==> src/hdl/bblur_pkg.sv <==
// ----------------------------------------------------------------------------
// bblur_pkg
// Shared types, register codes and channel arithmetic for the 3x3 box blur.
// ----------------------------------------------------------------------------
package bblur_pkg;

   localparam int unsigned MaxWidthDefault  = 1024;
   localparam int unsigned MaxHeightDefault = 4096;

   localparam int unsigned WidthRegW  = 11;
   localparam int unsigned HeightRegW = 13;
   localparam int unsigned CsrDataW   = 13;
   localparam int unsigned PixelW     = 32;

   localparam int unsigned WidthReset  = 800;
   localparam int unsigned HeightReset = 600;

   localparam int unsigned SumW     = 12;
   localparam int unsigned ProdW    = 25;
   localparam int unsigned Div9Mul  = 7282;
   localparam int unsigned Div9Sh   = 16;
   localparam logic [7:0]  AlphaOut = 8'hFF;

   typedef enum logic [0:0] {
      RegFrameWidth  = 1'b0,
      RegFrameHeight = 1'b1
   } csr_reg_type;

   typedef logic [23:0] rgb_type;

   // rows: [0] two above, [1] above, [2] current
   typedef rgb_type [2:0] col_type;

   typedef struct packed {
      logic    keep;
      logic    col0;
      logic    load;
      logic    row_ge1;
      logic    row_ge2;
      logic    emit;
      logic    frame_end;
      rgb_type pix;
   } item_type;

   function automatic logic [7:0] chan_avg(input col_type a, input col_type b,
                                           input col_type c, input int unsigned sh);
      logic [SumW-1:0]  s;
      logic [ProdW-1:0] p;
      s = '0;
      for (int i = 0; i < 3; i++) begin
         s = s + SumW'(a[i][sh +: 8]) + SumW'(b[i][sh +: 8]) + SumW'(c[i][sh +: 8]);
      end
      p = ProdW'(s) * ProdW'(Div9Mul);
      return p[Div9Sh +: 8];
   endfunction

endpackage

==> src/hdl/bblur_ctrl.sv <==
// ----------------------------------------------------------------------------
// bblur_ctrl
// Frame size registers and input/output raster position counters.
// ----------------------------------------------------------------------------
module bblur_ctrl #(
   parameter int unsigned MAX_WIDTH  = bblur_pkg::MaxWidthDefault,
   parameter int unsigned MAX_HEIGHT = bblur_pkg::MaxHeightDefault,
   localparam int unsigned AW = $clog2(MAX_WIDTH),
   localparam int unsigned RW = $clog2(MAX_HEIGHT + 2)
) (
   input  logic                              clock,
   input  logic                              reset,
   input  logic                              csr_wr_en,
   input  bblur_pkg::csr_reg_type            csr_index,
   input  logic [bblur_pkg::CsrDataW-1:0]    csr_wdata,
   input  logic                              accept,
   input  logic                              op,
   input  logic [bblur_pkg::PixelW-1:0]      pixel_in,
   output bblur_pkg::item_type               item,
   output logic [AW-1:0]                     rd_addr,
   output logic                              cfg_clear
);

   localparam int unsigned WCap = (MAX_WIDTH > 2047) ? 2047 : MAX_WIDTH;
   localparam int unsigned HCap = (MAX_HEIGHT > 8191) ? 8191 : MAX_HEIGHT;
   localparam logic [bblur_pkg::WidthRegW-1:0] WidthMax =
      bblur_pkg::WidthRegW'(WCap);
   localparam logic [bblur_pkg::HeightRegW-1:0] HeightMax =
      bblur_pkg::HeightRegW'(HCap);
   localparam logic [bblur_pkg::WidthRegW-1:0] WidthRst =
      bblur_pkg::WidthRegW'((bblur_pkg::WidthReset > WCap) ? WCap : bblur_pkg::WidthReset);
   localparam logic [bblur_pkg::HeightRegW-1:0] HeightRst =
      bblur_pkg::HeightRegW'((bblur_pkg::HeightReset > HCap) ? HCap : bblur_pkg::HeightReset);

   logic [bblur_pkg::WidthRegW-1:0]  width_ff, width_in, wval;
   logic [bblur_pkg::HeightRegW-1:0] height_ff, height_in, hval;
   logic [AW-1:0] in_col_ff, in_col_in, out_col_ff, out_col_in;
   logic [RW-1:0] in_row_ff, in_row_in, out_row_ff, out_row_in;

   logic [31:0] w32, h32;
   logic        real_pix, last_col, out_last_col;

   assign w32 = 32'(width_ff);
   assign h32 = 32'(height_ff);

   assign real_pix     = 32'(in_row_ff) < h32;
   assign last_col     = (32'(in_col_ff) + 32'd1) >= w32;
   assign out_last_col = (32'(out_col_ff) + 32'd1) >= w32;

   always_comb begin
      item.keep      = !(op && real_pix);
      item.col0      = (in_col_ff == '0);
      item.row_ge1   = (in_row_ff != '0);
      item.row_ge2   = 32'(in_row_ff) >= 32'd2;
      item.load      = item.col0 ? (32'(in_row_ff) <= h32) : 1'b1;
      item.emit      = item.col0 ? item.row_ge2 : item.row_ge1;
      item.frame_end = (32'(out_row_ff) + 32'd1 >= h32) && out_last_col;
      item.pix       = real_pix ? pixel_in[31:8] : '0;
   end

   assign rd_addr   = in_col_ff;
   assign cfg_clear = csr_wr_en;

   assign wval = csr_wdata[bblur_pkg::WidthRegW-1:0];
   assign hval = csr_wdata[bblur_pkg::HeightRegW-1:0];

   always_comb begin
      width_in   = width_ff;
      height_in  = height_ff;
      in_col_in  = in_col_ff;
      in_row_in  = in_row_ff;
      out_col_in = out_col_ff;
      out_row_in = out_row_ff;
      if (csr_wr_en) begin
         unique case (csr_index)
            bblur_pkg::RegFrameWidth: begin
               if (wval == '0) begin
                  width_in = bblur_pkg::WidthRegW'(1);
               end else if (wval > WidthMax) begin
                  width_in = WidthMax;
               end else begin
                  width_in = wval;
               end
            end
            bblur_pkg::RegFrameHeight: begin
               if (hval == '0) begin
                  height_in = bblur_pkg::HeightRegW'(1);
               end else if (hval > HeightMax) begin
                  height_in = HeightMax;
               end else begin
                  height_in = hval;
               end
            end
            default: begin
               width_in = width_ff;
            end
         endcase
         in_col_in  = '0;
         in_row_in  = '0;
         out_col_in = '0;
         out_row_in = '0;
      end else if (accept && item.keep) begin
         if (last_col) begin
            in_col_in = '0;
            in_row_in = in_row_ff + RW'(1);
         end else begin
            in_col_in = in_col_ff + AW'(1);
         end
         if (item.emit) begin
            if (item.frame_end) begin
               in_col_in  = '0;
               in_row_in  = '0;
               out_col_in = '0;
               out_row_in = '0;
            end else if (out_last_col) begin
               out_col_in = '0;
               out_row_in = out_row_ff + RW'(1);
            end else begin
               out_col_in = out_col_ff + AW'(1);
            end
         end
      end
   end

   always_ff @(posedge clock) begin
      if (reset) begin
         width_ff   <= WidthRst;
         height_ff  <= HeightRst;
         in_col_ff  <= '0;
         in_row_ff  <= '0;
         out_col_ff <= '0;
         out_row_ff <= '0;
      end else begin
         width_ff   <= width_in;
         height_ff  <= height_in;
         in_col_ff  <= in_col_in;
         in_row_ff  <= in_row_in;
         out_col_ff <= out_col_in;
         out_row_ff <= out_row_in;
      end
   end

   a_in_col_bound: assert property (@(posedge clock) disable iff (reset)
      32'(in_col_ff) < w32)
      else $error("input column beyond frame width");

   a_in_row_bound: assert property (@(posedge clock) disable iff (reset)
      32'(in_row_ff) <= h32 + 32'd1)
      else $error("input row beyond drain row");

   a_out_pos_bound: assert property (@(posedge clock) disable iff (reset)
      (32'(out_row_ff) < h32) && (32'(out_col_ff) < w32))
      else $error("output position outside frame");

endmodule

==> config.mk <==
export PLATFORM = sky130hd
export DESIGN_NAME = bblur_ctrl
export DESIGN_NICKNAME = d
export VERILOG_FILES = /design/src/hdl/bblur_pkg.sv /design/src/hdl/bblur_ctrl.sv
export SDC_FILE = /design/constraint.sdc
export NUM_CORES = 1
export LEC_CHECK = 0
export BUFFER_PORTS_ARGS = -buffer_cell sky130_fd_sc_hd__buf_2
export CAP_MARGIN = 20
export CORE_MARGIN = 5
export CORE_UTILIZATION = 27
export DETAILED_ROUTE_END_ITERATION = 8
export GPL_TIMING_DRIVEN = 0
export PLACE_DENSITY_LB_ADDON = 0.08
export SETUP_SLACK_MARGIN = 0.2
export SLEW_MARGIN = 10
export SYNTH_ARGS = -nofsm -noshare
export SYNTH_HDL_FRONTEND = slang
export SYNTH_SLANG_ARGS = --single-unit
==> constraint.sdc <==
create_clock -name clock -period 3.1 [get_ports clock]
set_input_delay 0.62 -clock clock [delete_from_list [all_inputs] [get_ports clock]]
set_output_delay 0.62 -clock clock [all_outputs]
set_load 0.005 [all_outputs]
==> impl_metrics.yaml, run 1 <==
status:
  status: "finished, violations left"
  violations: "negative setup slack"
synth:
  ys_types: 60
  syn_inst: 602
  yosysWarningCount: 0
  synth_edf_count: 0
  synth-main-ff-cell: "dfxtp_1"
  synth.ff_latch_count: 70
  synth.avg_cell_area_um2: 8.12
  ys_async_sr_fraction_pct: 0
  synth_fp_nets: 708
  syn_area_mm2: 0.00489
  ys_seq_area_share_pct: 28.7
floorplan:
  die_y_um: 145
  die-area_mm2: 0.0209
  fp.dieW_um: 145
  num_io_pins: 93
  rows: 49
  initial_core_util_pct: 27.3
  coreArea_mm2: 0.0179
routing:
  vias_per_cell: 4.98
  drc: 0
  wl_per_cell_um: 17.1
  vias: 4884
  drtIter0Drc: 239
  wl_mm: 16.8
  drt_pass1_iterations: 4
  final_antenna_net_count: 0
sta:
  rsz0062_at_grt: "true"
  slew_headroom_pct: 53.2
  setup_viol: 4
  fmax_mhz: 280
  skew_ns: 0.00739
  drv_slew: 0
  finalWorstSetupSlack_ns: -0.469
  min_period_over_period_pct: 115
  tns_ns: -0.503
  hold_viol: 0
  layout_min_cycle_time_ns: 3.57
  worstMarginPinSlew_ns: 0.702
clocking:
  hold_buffers: 0
  cts_sinks: 70
  clock_tree.htree_level_count: 3
  clk_pin_slew_ns: 0.05
  clock_latency_ns: 0.34
  cts_buffers: 9
  cts_tree: "built"
  clockBufferDepth: 2
  root_buffer: "clkbuf_16"
power_and_ir_drop:
  power_uw: 2150
  p_per_area_mw_per_mm2: 297
  power.switching_uw: 535
  p_seq_share_pct: 42.8
  swShare_pct: 24.9
  p_int_uw: 1620
  combPwrFrac_pct: 11.4
  clkPwrFrac_pct: 45.8
  leakage_uw: 0.00295
  ir_drop_mv: 0.223
global_route:
  grt_pass1_wl_mm: 26.1
  grt_pass1_vias: 4929
  grt_max_degree: 11
  grt_util_all_layers_pct: 16.0
  antenna_found_initial: 0
  globalRoute.totalOverflow: 0
worst_hold_path:
  hold_path.class: "flop to flop"
  worstHoldStart: "height_ff[12]"
setup_path:
  path_max_fanout: 4
  startpoint: "out_row_ff[0]"
  critPathRequiredTime_ns: 2.48
  rr_startpoint: "out_col_ff[0]"
  startpoint_type: "flop"
  crit_arrival_ns: 2.95
  end_kind: "output port"
  critPathKind: "flop to output port"
cells_and_area:
  nFillCells: 1824
  syn_to_final_growth_pct: 48.0
  n_antenna_cell: 0
  multiInputGateArea_mm2: 0.00396
  final-seq-area_mm2: 0.00145
  finish.utilization_pct: 40.4
  nets: 855
  drive_gt1_share_pct: 42.2
flow_run:
  cap_violations: 0
placed_design:
  place_ws_ns: -0.493
  place.detailed.hpwl_mm: 12.1
  portBuffers: 82
  place_congestion: 0.829
layout make-up:
type	count	share of cell area, %
Multi-Input combinational cell	468	54.7
Sequential cell	70	20.0
Timing Repair Buffer	135	12.4
Tap cell	229	3.96
Clock buffer	13	3.74
Buffer	26	3.06
Inverter	39	2.09
Clock inverter	1	0.0692
cells by family after synthesis:
logic type | Yosys count | share of synthesized area [%]
buffers and inverters | 65 | 5.55
muxes | 1 | 0.205
DFF | 70 | 28.7
xor gates and xnor gates | 35 | 6.27
and+or+nand+nor | 247 | 26.8
AOI/OAI and AO/OA | 127 | 18.0
adders and majority gates | 57 | 14.5
cell usage after synthesis (all sizes together) (4+ instances only):
library cell	count	area share, %
o31ai	4	0.92
nor2	51	4.0
and2	26	3.3
a21boi	9	1.4
a221o	4	0.82
buf	8	1.1
a21oi	41	4.3
a22oi	9	1.4
and3	17	2.2
xnor2	21	3.8
dfxtp	70	29
nand3	31	3.2
inv	39	3.0
nor4	9	1.2
nand2	52	4.0
nand4b	7	1.3
nor3b	10	1.6
o21ai	28	3.0
nand4	5	0.64
clkbuf	18	1.4
nand2b	8	1.2
o22ai	7	0.90
xor2	14	2.5
ha	55	14
nor3	7	0.72
or3	11	1.4
per-stage QoR:
stage / hold WS, ns / cell area [um^2] / instances
global route: 0.486 / 7240 / 981
global placement: 0.450 / 5700 / 913
floorplan: 0.436 / 5000 / 602
CTS: 0.462 / 6750 / 968
detailed placement: 0.455 / 5700 / 913
finish: 0.461 / 7240 / 981
power groups by stage:
stage | clock, uW | combinational, uW | sequential (uW)
global placement | 0 | 206 | 945
finish | 984 | 245 | 921
floorplan | 0 | 117 | 941
detailed placement | 0 | 209 | 945
CTS | 1010 | 225 | 922
global route | 1060 | 271 | 922
worst max-delay path, stage by stage, from the launching register on:
cell and delay [ns]:
dfxtp_4 0.37, and4_4 0.22, nand4_1 0.23, nor2_2 0.17, xor2_1 0.25, ha_1 0.29, nand4_1 0.10, nor2_1 0.05
o31ai_1 0.26, o2111a_2 0.29, buf_6 0.12, clkbuf_16 0.12, nor2_2 0.03, buf_2 0.11
worst paths after layout:
path	to	slack, ns	cells past startpoint
worst max-delay path	item[24]	-0.47	13
worst min-delay path	height_ff[12]	0.46	2
worst max register to register	rd_addr[6]	-0.03	15
worst min register to register	height_ff[12]	0.46	2
cells in the final DEF (no fill, tap or decap), types with 4 or more instances in the layout:
cell       count
a221o_1        4
inv_1         34
nor3_1         5
nor4_1         4
and2_1        14
dfxtp_2       14
a21boi_2       5
and3_1        10
clkbuf_8       4
ha_4          10
o22ai_1        5
and2_4        12
or3_1          9
nor2_4        11
dfxtp_1       48
clkbuf_1      12
nand4b_1       7
buf_4         40
xor2_1        14
nand4_1        5
o21ai_1       12
xnor2_2        5
a22oi_1        9
buf_6         24
nor2_1        37
nand2b_1       6
a21oi_2       14
o21ai_2       13
clkbuf_16     11
nor3b_1        8
dfxtp_4        8
nand2_1       49
ha_1          45
nand3_2        6
nand3_1       22
xnor2_1       15
buf_2         80
and3_4         7
a21oi_1       27
sequential cells by signal, indices dropped and copies added, names as in the netlist:
signal      count
rd_addr        10
height_ff      13
out_col_ff     10
in_row_ff      13
out_row_ff     13
width_ff       11
timing repair:
item / in CTS / in global routing
resized for setup: 117 / 103
cloned: 3 / 3
buffers inserted: 38 / 10
pin swaps: 61 / 28
setup endpoints to repair: 70 / 66
layer usage:
| metal | part of all wire [%] | GRT usage [%] | wire (um) |
|---|---|---|---|
| met1 | 47 | 20.8 | 7880 |
| met2 | 49 | 26.6 | 8160 |
| met3 | 2.9 | 3.01 | 480 |
| met4 | 1.5 | 5.30 | 247 |
| met5 | 0 | 0 | 0 |
No activity file was read; power rests on OpenSTA's default activity.
==> run 2, diff against run 1 <==
==> constraint.sdc (replaced) <==
create_clock -name clock -period 3.1 [get_ports clock]
set_input_delay 0.155 -clock clock [delete_from_list [all_inputs] [get_ports clock]]
set_output_delay 0.155 -clock clock [all_outputs]
set_load 0.005 [all_outputs]
==> impl_metrics.yaml, run 2 (synthesis results as in run 1) <==
clocking:
  cts_buffers: 9
  clockBufferDepth: 2
  root_buffer: "clkbuf_16"
  clock_latency_ns: 0.34
  clock_tree.htree_level_count: 3
  cts_sinks: 70
  clk_pin_slew_ns: 0.06
  hold_buffers: 0
  cts_tree: "built"
sta:
  slew_headroom_pct: 49.1
  min_period_over_period_pct: 99.2
  rsz0062_at_grt: "true"
  worstMarginPinSlew_ns: 0.764
  hold_slack_ns: 0.0675
  setup_viol: 0
  drv_slew: 0
  hold_viol: 0
  skew_ns: 0.00729
  layout_min_cycle_time_ns: 3.07
  fmax_mhz: 325
floorplan:
  num_io_pins: 93
  rows: 49
  die-area_mm2: 0.0209
  coreArea_mm2: 0.0179
  initial_core_util_pct: 27.3
  fp.dieW_um: 145
  die_y_um: 145
setup_path:
  end_kind: "output port"
  path_max_fanout: 4
  cp_top_family: "simple AND/OR/NAND/NOR gates"
  crit_arrival_ns: 2.92
  ff2ff_path_depth: 18
  path_cells: "ha_4 > nand3_4 > nor2_4 > nand3_1 > xnor2_1 > ha_1 > nand4_1 > nor2_1 > o31ai_1 > o2111a_2 > buf_6 > clkbuf_16 > nor2_2 > buf_2"
  timing.rr.end: "in_row_ff[12]"
  startpoint_type: "flop"
  reg2reg_slack_ns: 0.03
  critPathKind: "flop to output port"
  slowest_delay_ns: 0.37
  rr_startpoint: "out_row_ff[1]"
  cp_slowest_cell: "dfxtp_4"
  cp.depth: 14
  critPathRequiredTime_ns: 2.94
  crit_buf_inv: 3
power_and_ir_drop:
  p_int_uw: 1720
  clkPwrFrac_pct: 49.8
  ir_drop_mv: 0.251
  combPwrFrac_pct: 10.1
  swShare_pct: 25.0
  power_uw: 2290
  power.switching_uw: 572
  p_seq_share_pct: 40.1
  p_per_area_mw_per_mm2: 320
  leakage_uw: 0.00296
cells_and_area:
  syn_to_final_growth_pct: 46.5
  design_area_mm2: 0.00716
  n_antenna_cell: 0
  nFillCells: 1809
  top_regs: "height_ff: 13 flops, in_row_ff: 13 flops, out_row_ff: 13 flops"
  mostFrequentLayoutCell: "buf_2"
  finish.utilization_pct: 40.0
  most-common-layout-cells: "buf_2, dfxtp_1, ha_1, nand2_1, buf_4"
  drive_gt1_share_pct: 38.0
  nets: 864
worst_hold_path:
  worstHoldStart: "csr_index"
  hold_path.class: "primary input to flop"
  min_path_cells: 2
  holdPathEnd: "height_ff[0]"
routing:
  drtIter0Drc: 187
  final_antenna_net_count: 0
  vias: 4927
  vias_per_cell: 4.97
  drt_pass1_iterations: 5
  wl_mm: 16.4
  drc: 0
  wl_per_cell_um: 16.5
global_route:
  grt_pass1_vias: 4723
  antenna_found_initial: 0
  grt_max_degree: 14
  grt_pass1_wl_mm: 25.3
  grt_util_all_layers_pct: 15.5
  globalRoute.totalOverflow: 0
placed_design:
  place.detailed.hpwl_mm: 11.8
  portBuffers: 82
  place_congestion: 0.791
  dpl_cell_area_mm2: 0.00564
flow_run:
  cap_violations: 0
status:
  status: "completed"
-- run 2: power by group through the flow --
stage / sequential (uW) / combinational [uW] / clock (uW)
final: 918 / 231 / 1140
after global routing: 920 / 255 / 1200
after CTS: 920 / 217 / 1180
after detailed placement: 945 / 207 / 0
after global placement: 944 / 206 / 0
after floorplan: 940 / 115 / 0
-- run 2: how the worst max path moves through the flow --
stage / from / to
floorplan: out_col_ff[1] / out_col_ff[0]
global placement: out_row_ff[0] / item[24]
detailed placement: out_row_ff[0] / item[24]
CTS: out_col_ff[0] / item[24]
global route: out_row_ff[0] / item[24]
finish: out_row_ff[1] / item[24]
-- run 2: layout make-up --
class | count | area (um^2) | area share (%)
multi-input cells | 468 | 3800 | 53.1
clock buffers | 10 | 229 | 3.20
plain buffers | 26 | 199 | 2.78
clock inverters | 6 | 93.8 | 1.31
well taps | 229 | 287 | 4.00
repair buffers | 144 | 970 | 13.5
flip-flops and latches | 70 | 1440 | 20.1
inverters | 39 | 146 | 2.04
-- run 2: routing by layer --
metal | vias to the layer above | GRT usage (%) | wire length, um
li1 | 2467 | - | -
met1 | 2367 | 20.8 | 7490
met2 | 79 | 25.9 | 8190
met3 | 14 | 2.81 | 533
met4 | 0 | 3.58 | 160
met5 | - | 0 | 0
-- run 2: timing repair --
action | in CTS | in global routing
endpoints found under the setup margin | 47 | 67
setup buffers | 33 | 26
pin swaps | 26 | 48
resized for setup | 80 | 106
gates cloned | 2 | 2
-- run 2: through the flow --
step | std cells | setup TNS (ns) | setup WS, ns
after global routing | 992 | -2.20 | -0.137
final | 992 | 0 | 0.0256
after global placement | 913 | -13.20 | -0.579
after floorplan | 602 | 0 | 0.203
after CTS | 964 | 0 | 0.0433
after detailed placement | 913 | -11.56 | -0.511
